$ cat config.mk
export PLATFORM = sky130hd
export DESIGN_NAME = ultrasonic_echo_to_tone_period
export DESIGN_NICKNAME = d
export VERILOG_FILES = /design/src/uetp_pkg.sv /design/src/ultrasonic_echo_to_tone_period.sv
export SDC_FILE = /design/constraint.sdc
export NUM_CORES = 1
export LEC_CHECK = 0
export BUFFER_PORTS_ARGS = -buffer_cell sky130_fd_sc_hd__buf_2
export CORE_UTILIZATION = 59
export CTS_BUF_LIST = sky130_fd_sc_hd__clkbuf_8 sky130_fd_sc_hd__clkbuf_16
export DETAILED_ROUTE_END_ITERATION = 10
export PLACE_DENSITY = 0.76
export SETUP_SLACK_MARGIN = 0.3
export SLEW_MARGIN = 20
export SYNTH_ARGS = -nofsm -noshare
export SYNTH_HDL_FRONTEND = slang
export SYNTH_SLANG_ARGS = --single-unit
$ cat constraint.sdc
create_clock -name i_clk -period 22.6 [get_ports i_clk]
set_clock_uncertainty 0.2 [all_clocks]
set_input_delay 3.39 -clock i_clk [delete_from_list [all_inputs] [get_ports i_clk]]
set_output_delay 3.39 -clock i_clk [all_outputs]
set_load 0.01 [all_outputs]
$ cat src/uetp_pkg.sv
// Package for the ultrasonic echo to tone period block.
// Holds the phase and result types, register indexes and mapping constants.
// Depends on nothing.
package uetp_pkg;

    localparam int unsigned TICK_W    = 16;
    localparam int unsigned HP_W      = 8;
    localparam int unsigned THR_W     = 20;
    localparam int unsigned CFG_IDX_W = 4;
    localparam int unsigned CFG_DAT_W = 16;
    localparam int unsigned N_THR     = 7;

    typedef enum logic {
        PH_TRIGGER = 1'b0,
        PH_LISTEN  = 1'b1
    } t_phase;

    localparam logic [CFG_IDX_W-1:0] CFG_TRIGGER_TICKS = 4'd0;
    localparam logic [CFG_IDX_W-1:0] CFG_LISTEN_TICKS  = 4'd1;
    localparam logic [CFG_IDX_W-1:0] CFG_NOTE_BASE     = 4'd2;
    localparam logic [CFG_IDX_W-1:0] CFG_NOTE_STEP     = 4'd3;

    localparam logic [TICK_W-1:0] TRIGGER_TICKS_RST = 16'd20;
    localparam logic [TICK_W-1:0] LISTEN_TICKS_RST  = 16'd45000;
    localparam logic [TICK_W-1:0] NOTE_BASE_RST     = 16'd600;
    localparam logic [TICK_W-1:0] NOTE_STEP_RST     = 16'd400;

    // Step multiples for the ladder thresholds; the second step is skipped.
    localparam logic [2:0] LADDER_MULT [N_THR] = '{3'd0, 3'd1, 3'd3, 3'd4, 3'd5, 3'd6, 3'd7};

    // Half-period for each ladder rung, the last one for widths above all thresholds.
    localparam logic [HP_W-1:0] LADDER_TONE [N_THR+1] =
        '{8'd119, 8'd105, 8'd94, 8'd88, 8'd79, 8'd70, 8'd62, 8'd59};

    localparam logic [HP_W-1:0] TONE_CMP_RST = 8'd59;

    // Division by 60 as a multiply by ceil(2^22/60); exact for all 16-bit widths.
    localparam logic [16:0] DIV60_RECIP = 17'd69906;
    localparam int unsigned DIV60_SHIFT = 22;
    localparam int unsigned PROD_W      = TICK_W + 17;
    localparam int unsigned QUOT_W      = PROD_W - DIV60_SHIFT;
    localparam logic [QUOT_W:0] LIN_OFFSET = 12'd100;
    localparam logic [QUOT_W:0] LIN_MAX    = 12'd255;

    typedef struct packed {
        logic              trigger_out;
        logic              width_valid;
        logic [TICK_W-1:0] echo_width;
        logic [HP_W-1:0]   tone_cmp;
    } t_result;

endpackage

$ cat src/ultrasonic_echo_to_tone_period.sv
// Ultrasonic echo ranging controller that turns echo widths into a tone half-period.
// Accepted ticks enter the input register, then their result items go to the output
// register, or to the skid when it is stalled. One tick per cycle unless held off.
// The input is held off only while a tick waits and the output register and skid are full.
// Reset: synchronous, active low; registers return to their reset values and the
// block starts in the trigger phase with a half-period of 59.
module ultrasonic_echo_to_tone_period (
    input  logic                             i_clk,
    input  logic                             i_rst_n,
    // Tick items in
    input  logic                             i_valid,
    output logic                             o_stall,
    input  logic                             i_echo_level,
    input  logic                             i_discrete_mode,
    // Result items out
    output logic                             o_valid,
    input  logic                             i_stall,
    output logic                             o_trigger_out,
    output logic                             o_width_valid,
    output logic [uetp_pkg::TICK_W-1:0]      o_echo_width,
    output logic [uetp_pkg::HP_W-1:0]        o_tone_cmp,
    // Configuration writes
    input  logic                             i_cfg_valid,
    output logic                             o_cfg_ready,
    input  logic [uetp_pkg::CFG_IDX_W-1:0]   i_cfg_index,
    input  logic [uetp_pkg::CFG_DAT_W-1:0]   i_cfg_data
);
    import uetp_pkg::*;

    // ------------------------------------------------------------------
    // Configuration registers. Writes are always accepted; an index
    // beyond the register list is dropped.
    // ------------------------------------------------------------------
    logic [TICK_W-1:0] r_trigger_ticks;
    logic [TICK_W-1:0] r_listen_ticks;
    logic [TICK_W-1:0] r_note_base;
    logic [TICK_W-1:0] r_note_step;

    assign o_cfg_ready = 1'b1;

    always_ff @(posedge i_clk) begin
        if (!i_rst_n) begin
            r_trigger_ticks <= TRIGGER_TICKS_RST;
            r_listen_ticks  <= LISTEN_TICKS_RST;
            r_note_base     <= NOTE_BASE_RST;
            r_note_step     <= NOTE_STEP_RST;
        end else if (i_cfg_valid) begin
            unique case (i_cfg_index)
                CFG_TRIGGER_TICKS: r_trigger_ticks <= i_cfg_data;
                CFG_LISTEN_TICKS:  r_listen_ticks  <= i_cfg_data;
                CFG_NOTE_BASE:     r_note_base     <= i_cfg_data;
                CFG_NOTE_STEP:     r_note_step     <= i_cfg_data;
                default: begin
                end
            endcase
        end
    end

    // Ladder thresholds follow the configuration directly. They are exact
    // (20 bits, no wrap); each multiple is a constant, so this is shifts and adds.
    logic [THR_W-1:0] thr [N_THR];

    always_comb begin
        for (int k = 0; k < N_THR; k++) begin
            thr[k] = THR_W'(r_note_base) + THR_W'(r_note_step) * THR_W'(LADDER_MULT[k]);
        end
    end

    // ------------------------------------------------------------------
    // Handshake. The input register feeds the update logic, which fires
    // when it holds a tick and the skid register is empty: the result then
    // lands either in the output register or, if that is full and stalled,
    // in the skid.
    logic    r_in_vld;
    logic    r_echo;
    logic    r_disc;
    logic    r_o_vld;
    t_result r_o;
    logic    r_s_vld;
    t_result r_s;

    logic    fire;
    logic    in_acc;
    logic    out_free;
    t_result res;

    assign fire     = r_in_vld && !r_s_vld;
    assign o_stall  = r_in_vld && r_s_vld;
    assign in_acc   = i_valid && !o_stall;
    assign out_free = !r_o_vld || !i_stall;

    always_ff @(posedge i_clk) begin
        if (!i_rst_n) begin
            r_in_vld <= 1'b0;
        end else if (in_acc) begin
            r_in_vld <= 1'b1;
        end else if (fire) begin
            r_in_vld <= 1'b0;
        end
    end

    always_ff @(posedge i_clk) begin
        if (in_acc) begin
            r_echo <= i_echo_level;
            r_disc <= i_discrete_mode;
        end
    end

    always_ff @(posedge i_clk) begin
        if (!i_rst_n) begin
            r_o_vld <= 1'b0;
            r_s_vld <= 1'b0;
        end else begin
            if (out_free) begin
                r_o_vld <= r_s_vld || fire;
                r_s_vld <= 1'b0;
            end else if (fire) begin
                r_s_vld <= 1'b1;
            end
        end
    end

    always_ff @(posedge i_clk) begin
        if (out_free) begin
            r_o <= r_s_vld ? r_s : res;
        end else if (fire) begin
            r_s <= res;
        end
    end

    assign o_valid       = r_o_vld;
    assign o_trigger_out = r_o.trigger_out;
    assign o_width_valid = r_o.width_valid;
    assign o_echo_width  = r_o.echo_width;
    assign o_tone_cmp    = r_o.tone_cmp;

    // ------------------------------------------------------------------
    // Ranging state. Updated once for each item that fires.
    // ------------------------------------------------------------------
    t_phase            r_phase;
    logic [TICK_W-1:0] r_phase_ticks;
    logic [TICK_W-1:0] r_high_ticks;
    logic              r_seen_high;
    logic              r_prev_echo;
    logic [HP_W-1:0]   r_tone;
    logic [TICK_W-1:0] r_last_width;

    t_phase            n_phase;
    logic [TICK_W-1:0] n_phase_ticks;
    logic [TICK_W-1:0] n_high_ticks;
    logic              n_seen_high;
    logic              n_tone_sel;
    logic [TICK_W-1:0] n_last_width;

    always_ff @(posedge i_clk) begin
        if (!i_rst_n) begin
            r_phase       <= PH_TRIGGER;
            r_phase_ticks <= '0;
            r_high_ticks  <= '0;
            r_seen_high   <= 1'b0;
            r_prev_echo   <= 1'b0;
            r_tone        <= TONE_CMP_RST;
            r_last_width  <= '0;
        end else if (fire) begin
            r_phase       <= n_phase;
            r_phase_ticks <= n_phase_ticks;
            r_high_ticks  <= n_high_ticks;
            r_seen_high   <= n_seen_high;
            r_prev_echo   <= r_echo;
            r_tone        <= res.tone_cmp;
            r_last_width  <= n_last_width;
        end
    end

    // Width of an echo that completes on this tick.
    logic [TICK_W-1:0] high_inc;
    logic [TICK_W-1:0] phase_inc;
    assign high_inc  = r_high_ticks + 1'b1;
    assign phase_inc = r_phase_ticks + 1'b1;

    // Continuous mapping: width/60 + 100, saturated at 255.
    logic [PROD_W-1:0] prod;
    logic [QUOT_W-1:0] quot;
    logic [QUOT_W:0]   lin_sum;
    logic [HP_W-1:0]   lin_tone;

    assign prod     = PROD_W'(high_inc) * PROD_W'(DIV60_RECIP);
    assign quot     = prod[PROD_W-1:DIV60_SHIFT];
    assign lin_sum  = {1'b0, quot} + LIN_OFFSET;
    assign lin_tone = (lin_sum > LIN_MAX) ? HP_W'(LIN_MAX) : lin_sum[HP_W-1:0];

    // Note ladder: the lowest threshold that the width stays below picks the rung.
    logic [HP_W-1:0] ladder_tone;

    always_comb begin
        ladder_tone = LADDER_TONE[N_THR];
        for (int k = N_THR - 1; k >= 0; k--) begin
            if (THR_W'(high_inc) < thr[k]) begin
                ladder_tone = LADDER_TONE[k];
            end
        end
    end

    // Next state and the result of this tick.
    always_comb begin
        n_phase       = r_phase;
        n_phase_ticks = phase_inc;
        n_high_ticks  = r_high_ticks;
        n_seen_high   = r_seen_high;
        n_tone_sel    = 1'b0;
        n_last_width  = r_last_width;
        res.trigger_out = 1'b0;
        res.width_valid = 1'b0;

        unique case (r_phase)
            PH_LISTEN: begin
                if (r_echo && !r_prev_echo && !r_seen_high) begin
                    // Rising edge: start timing the echo.
                    n_seen_high  = 1'b1;
                    n_high_ticks = '0;
                end else if (r_seen_high) begin
                    n_high_ticks = high_inc;
                    if (!r_echo && r_prev_echo) begin
                        // Falling edge: the width is complete, retrigger.
                        res.width_valid = 1'b1;
                        n_last_width    = high_inc;
                        n_tone_sel      = 1'b1;
                        n_seen_high     = 1'b0;
                        n_phase         = PH_TRIGGER;
                        n_phase_ticks   = '0;
                    end
                end
                // Listen window over without a complete echo: drop any partial width.
                if (!res.width_valid && phase_inc >= r_listen_ticks) begin
                    n_seen_high   = 1'b0;
                    n_phase       = PH_TRIGGER;
                    n_phase_ticks = '0;
                end
            end
            PH_TRIGGER: begin
                res.trigger_out = 1'b1;
                if (phase_inc >= r_trigger_ticks) begin
                    n_phase       = PH_LISTEN;
                    n_phase_ticks = '0;
                    n_seen_high   = 1'b0;
                end
            end
            default: begin
                res.trigger_out = 1'b1;
            end
        endcase

        res.echo_width = n_last_width;
        res.tone_cmp   = n_tone_sel ? (r_disc ? ladder_tone : lin_tone) : r_tone;
    end

endmodule

* After elaboration in Yosys (flattened, before gate mapping) *
Cells that the tools add are included.

word-level totals
  latch bits = 0
  memory bits (writable) = 0
  memories = 0
  logic and storage cells = 126
  bits in read-only memories = 0
  bits in registers = 180

operators by class
  mux-type cells = 43
  add/subtract/negate cells = 9
  divide/modulo/power cells = 0
  $mul = 5
  reduce and logical (&&, ||, !) cells = 28
  equality and inequality tests = 4
  shift operators = 0
  order comparisons = 10
  bitwise logic cells = 3

operator list
  operator                                                        count
  2-to-1 mux 16 bit                                               11
  2-to-1 mux 8 bit                                                9
  adder 16 x 19 -> 20 bit                                         3
  < comparator 16 x 20 -> 1 bit                                   3
  adder 16 x 18 -> 19 bit                                         2
  < comparator 16 x 19 -> 1 bit                                   2
  multiplier 16 x 3 -> 19 bit, second input constant              2
  multiplier 16 x 2 -> 18 bit, second input constant              2
  adder 16 x 1 -> 16 bit, second input constant                   2
  >= comparator 16 bit                                            2
  multiplier 16 x 16 -> 32 bit, second input constant             1
  one-hot mux 16 bit (2 select lines)                             1
  2-to-1 mux 26 bit                                               1
  2-to-1 mux 1 bit                                                18
  adder 16 x 16 -> 17 bit                                         1
  < comparator 16 x 17 -> 1 bit                                   1
  < comparator 16 bit                                             1
  adder 11 x 7 -> 12 bit, second input constant                   1
  greater-than comparator 12 x 8 -> 1 bit, second input constant  1
  AND reduction 2 bit                                             6
  equality test 4 x 2 -> 1 bit, second input constant             2
  logical NOT 1 bit                                               8
  logical AND 1 bit                                               7
  equality test 4 x 1 -> 1 bit, second input constant             1
  other kinds (9)                                                 14

* Longest topological paths before layout *
  depth in word-level cells = 13
  mapped depth = 30
  gate-level depth less buffers = 29

* Least setup slack after synthesis *
No wires, ideal clock.

  path type = reg2reg
  from = register r_high_ticks[0]
  to = register r_s[4] in the netlist's numbering (data pin)
  period minus slack after synthesis = 7.206 ns
  stages on the path, launching flop included = 30
  data arrival time = 6.736 ns
  required time = 22.131 ns
  slack = 15.394 ns
  cells stage by stage = dfxtp_1 -> clkbuf_1 -> and3_1 -> and3_1 -> and3_1 -> clkbuf_1 -> nand3_1 -> xor2_1 -> inv_1 -> ha_1 -> inv_1 -> fa_1 -> inv_1 -> ha_1 -> ha_1 -> ha_1 -> ha_1 -> a21oi_1 -> o21ai_1 -> or3_1 -> o211ai_2 -> inv_1 -> ha_1 -> and2_1 -> mux2_4 -> a2111oi_0 -> a2111o_1 -> o211ai_4 -> o32ai_2 -> o21ai_0

RTL lines
  item                    line                                   text
  from (decl)             ultrasonic_echo_to_tone_period.sv:142  logic [TICK_W-1:0] r_high_ticks;
  from (signal assigned)  ultrasonic_echo_to_tone_period.sv:167  r_high_ticks <= n_high_ticks;
  to (signal assigned)    ultrasonic_echo_to_tone_period.sv:127  r_s <= res;
  to (decl)               ultrasonic_echo_to_tone_period.sv:80   t_result r_s;

==> reports/results.ini <==
[run_status]
status=finished, final reports clean

[final_layout]
syn2layout_area_growth_pct=7.28
nNetsFinal=2717
layout-drive-gt1-share=0.0673
utilization=0.649
regArea_mm2=0.00414
final_cells=2692
n_antenna_cell=0
final.fill_count=2695
multi_input_area_mm2=0.0141

[placement]
place_inst=2660
hpwlAfterDp_mm=38.3
globalplace.congestion=0.907
port_buffers=54

[routing]
via_per_inst=6.04
wirelength_met1_mm=22.0
vias=16200
drcViolationCount=0
drtAntennaViolNets=0
wire_per_inst_um=18.7
maxUsedRoutingLayer=met4
wl_met3_mm=3.62
wirelength_mm=50.3
dr_wl_met2_mm=23.1
drtIter0Drc=1022
drt_pass1_iterations=6

[synthesis]
synth_area_leaders=ha_1 24%, dfxtp_1 13%, fa_1 8.6%
yosys_warnings=0
postSynthCellCount=2204
ys_async_sr_fraction=0
synth.distinct_cells=89
synth_edf_count=54
avgSynthCellArea_um2=8.73
synth_fp_nets=2677
post-synth-top-area-cell=ha_1
netlist_area_mm2=0.0192
synth_seq_area_share=0.215
synth-main-ff-cell=dfxtp_1
ys_ff_latch=180
synth_top_area_frac=0.236

[critical_path]
crit_path_start_kind=flop
cp.buffers_inverters=4
cp_max_fo=13
cp_data_arrival_time_ns=8.05
cp_top_family=adder cells
cpPeakStageDelay_ns=0.57
end_kind=flop
crit_type=flop to flop
crit_top_cell=ha_1
required_ns=22.57
critPathSlowestCell=dfxtp_1

[clock_network]
insertion_delay_ns=0.44
htreeDepth=4
clockBufferDepth=2
cts_sinks=180
cts_setup_buffers=0
hold_buffers=0
ctsResizeCount=0
clockRootBuffer=clkbuf_16
clkSlewWorstSetupHoldPaths_ns=0.07
cts_tree=built
cts_made_buffers=17

[sta]
holdWs_ns=0.258
hold_viol=0
finalSetupTns_ns=0
clock.fmax_mhz=124
fin_crit_sh=0.358
rsz0062_at_grt=false
fin_crit_ns=8.08
slew_viol_final=0
worst_pin_slew_ns=1.06
max-slew-margin-rel=0.295
setup_violations=0

[global_route]
grt_pass1_vias=15500
grt_pass1_wl_mm=79.6
overflow=0
antenna_found_initial=0
grt_max_degree=88
track_usage=0.305

[worst_hold_path]
hp-class=flop to flop

[floorplanning]
core_mm2=0.0318
die_h_um=183
rows=65
dieArea_mm2=0.0333
pin_count=56
initial_core_util=0.605
die_w_um=183

[job]
drv_cap=0

[power_and_ir_drop]
seqPwrFrac=0.452
leakage_nw=10.3
switching_share=0.269
power_switching_mw=0.203
p_total_mw=0.756
combPwrFrac=0.145
p_int_mw=0.552
clkPwrFrac=0.403
peakVddDrop_uv=54.9
power.density_mw_per_mm2=36.6

metrics by stage:
stage               area, um^2  setup slack [ns]
global placement         20000             14.88
global route             20600             14.03
floorplan                19200             15.39
finish                   20600             14.52
CTS                      20600             14.64
detailed placement       20000             14.67
final cells by class:
class                   count  share of cell area
clock buffers              21              0.0244
clock inverters            11             0.00539
inverters                 207              0.0376
multi-input cells        1760               0.684
flip-flops and latches    180               0.201
well taps                 435              0.0264
repair buffers             78              0.0218
cells in the mapped netlist, types with 37 or more instances:
master and number:
o21ai_0 87, dfxtp_1 126, a21oi_1 201, fa_1 83
clkbuf_1 53, ha_1 363, a21o_1 53, o211ai_1 37
xnor2_1 61, inv_1 206, nor2_1 128, edfxtp_1 54
xor2_1 63, nand3_1 51, nand2_1 229
sequential cells by signal (all words and copies together), names as in the netlist, 8 cells and up:
| register | flops |
|---|---|
| r_note_base | 16 |
| r_note_step | 16 |
| r_tone | 8 |
| o_tone_cmp | 8 |
| r_s | 26 |
| r_last_width | 16 |
| r_listen_ticks | 16 |
| r_high_ticks | 16 |
| o_echo_width | 16 |
| r_trigger_ticks | 16 |
| r_phase_ticks | 16 |
per-layer routing:
metal  GRT usage  vias up
li1            -     7940
met1       0.406     7747
met2       0.495      465
met3      0.0529       96
met4       0.111        0
met5           0        -
final timing paths:
| kind | start | end | slack [ns] | cells after the start |
|---|---|---|---|---|
| setup / recovery | r_high_ticks[0] | r_s[4] | 14.52 | 27 |
| setup reg to reg | r_high_ticks[0] | r_s[4] | 14.52 | 27 |
| hold reg to reg | r_trigger_ticks[7] | r_trigger_ticks[7] | 0.26 | 2 |
| hold / removal | r_trigger_ticks[7] | r_trigger_ticks[7] | 0.26 | 2 |
power groups by stage:
| stage | clock [mW] | combinational, mW | sequential [mW] |
|---|---|---|---|
| final | 0.305 | 0.109 | 0.342 |
| after global routing | 0.320 | 0.122 | 0.342 |
| after CTS | 0.308 | 0.108 | 0.342 |
| after detailed placement | 0 | 0.107 | 0.349 |
| after global placement | 0 | 0.104 | 0.349 |
| after floorplan | 0 | 0.0779 | 0.348 |
layout by cell type (no fill, tap or decap), types with 61 or more instances in the layout:
cell type,n
a21oi_1,201
dfxtp_1,126
fa_1,83
ha_1,363
inv_1,206
nand2_1,229
nor2_1,126
o21ai_0,87
xnor2_1,61
xor2_1,63
worst register-to-register path, cell delays in order, from the launching register on:
cell       delay, ns
dfxtp_1         0.57
and3_1          0.30
and3_1          0.25
and3_1          0.34
nand3_1         0.13
xor2_1          0.42
inv_1           0.43
ha_1            0.42
inv_1           0.05
fa_1            0.50
inv_1           0.04
ha_1            0.29
ha_1            0.20
ha_1            0.28
ha_1            0.39
a21oi_1         0.24
o21ai_1         0.14
or3_1           0.34
o211ai_2        0.23
inv_1           0.10
ha_1            0.21
and2_1          0.15
mux2_4          0.30
a2111oi_0       0.42
a2111o_1        0.19
o211ai_4        0.17
o32ai_2         0.38
o21ai_0         0.12
kinds of logic after synthesis:
group,Yosys count,synth area share
and+or+nand+nor,590,0.145
muxes,18,0.0108
adders and majority gates,446,0.322
AOI/OAI and AO/OA,581,0.198
buffers and inverters,264,0.0518
DFF,180,0.215
other,1,0.000195
xor gates and xnor gates,124,0.0564
Power figures use the tool's default switching activity.
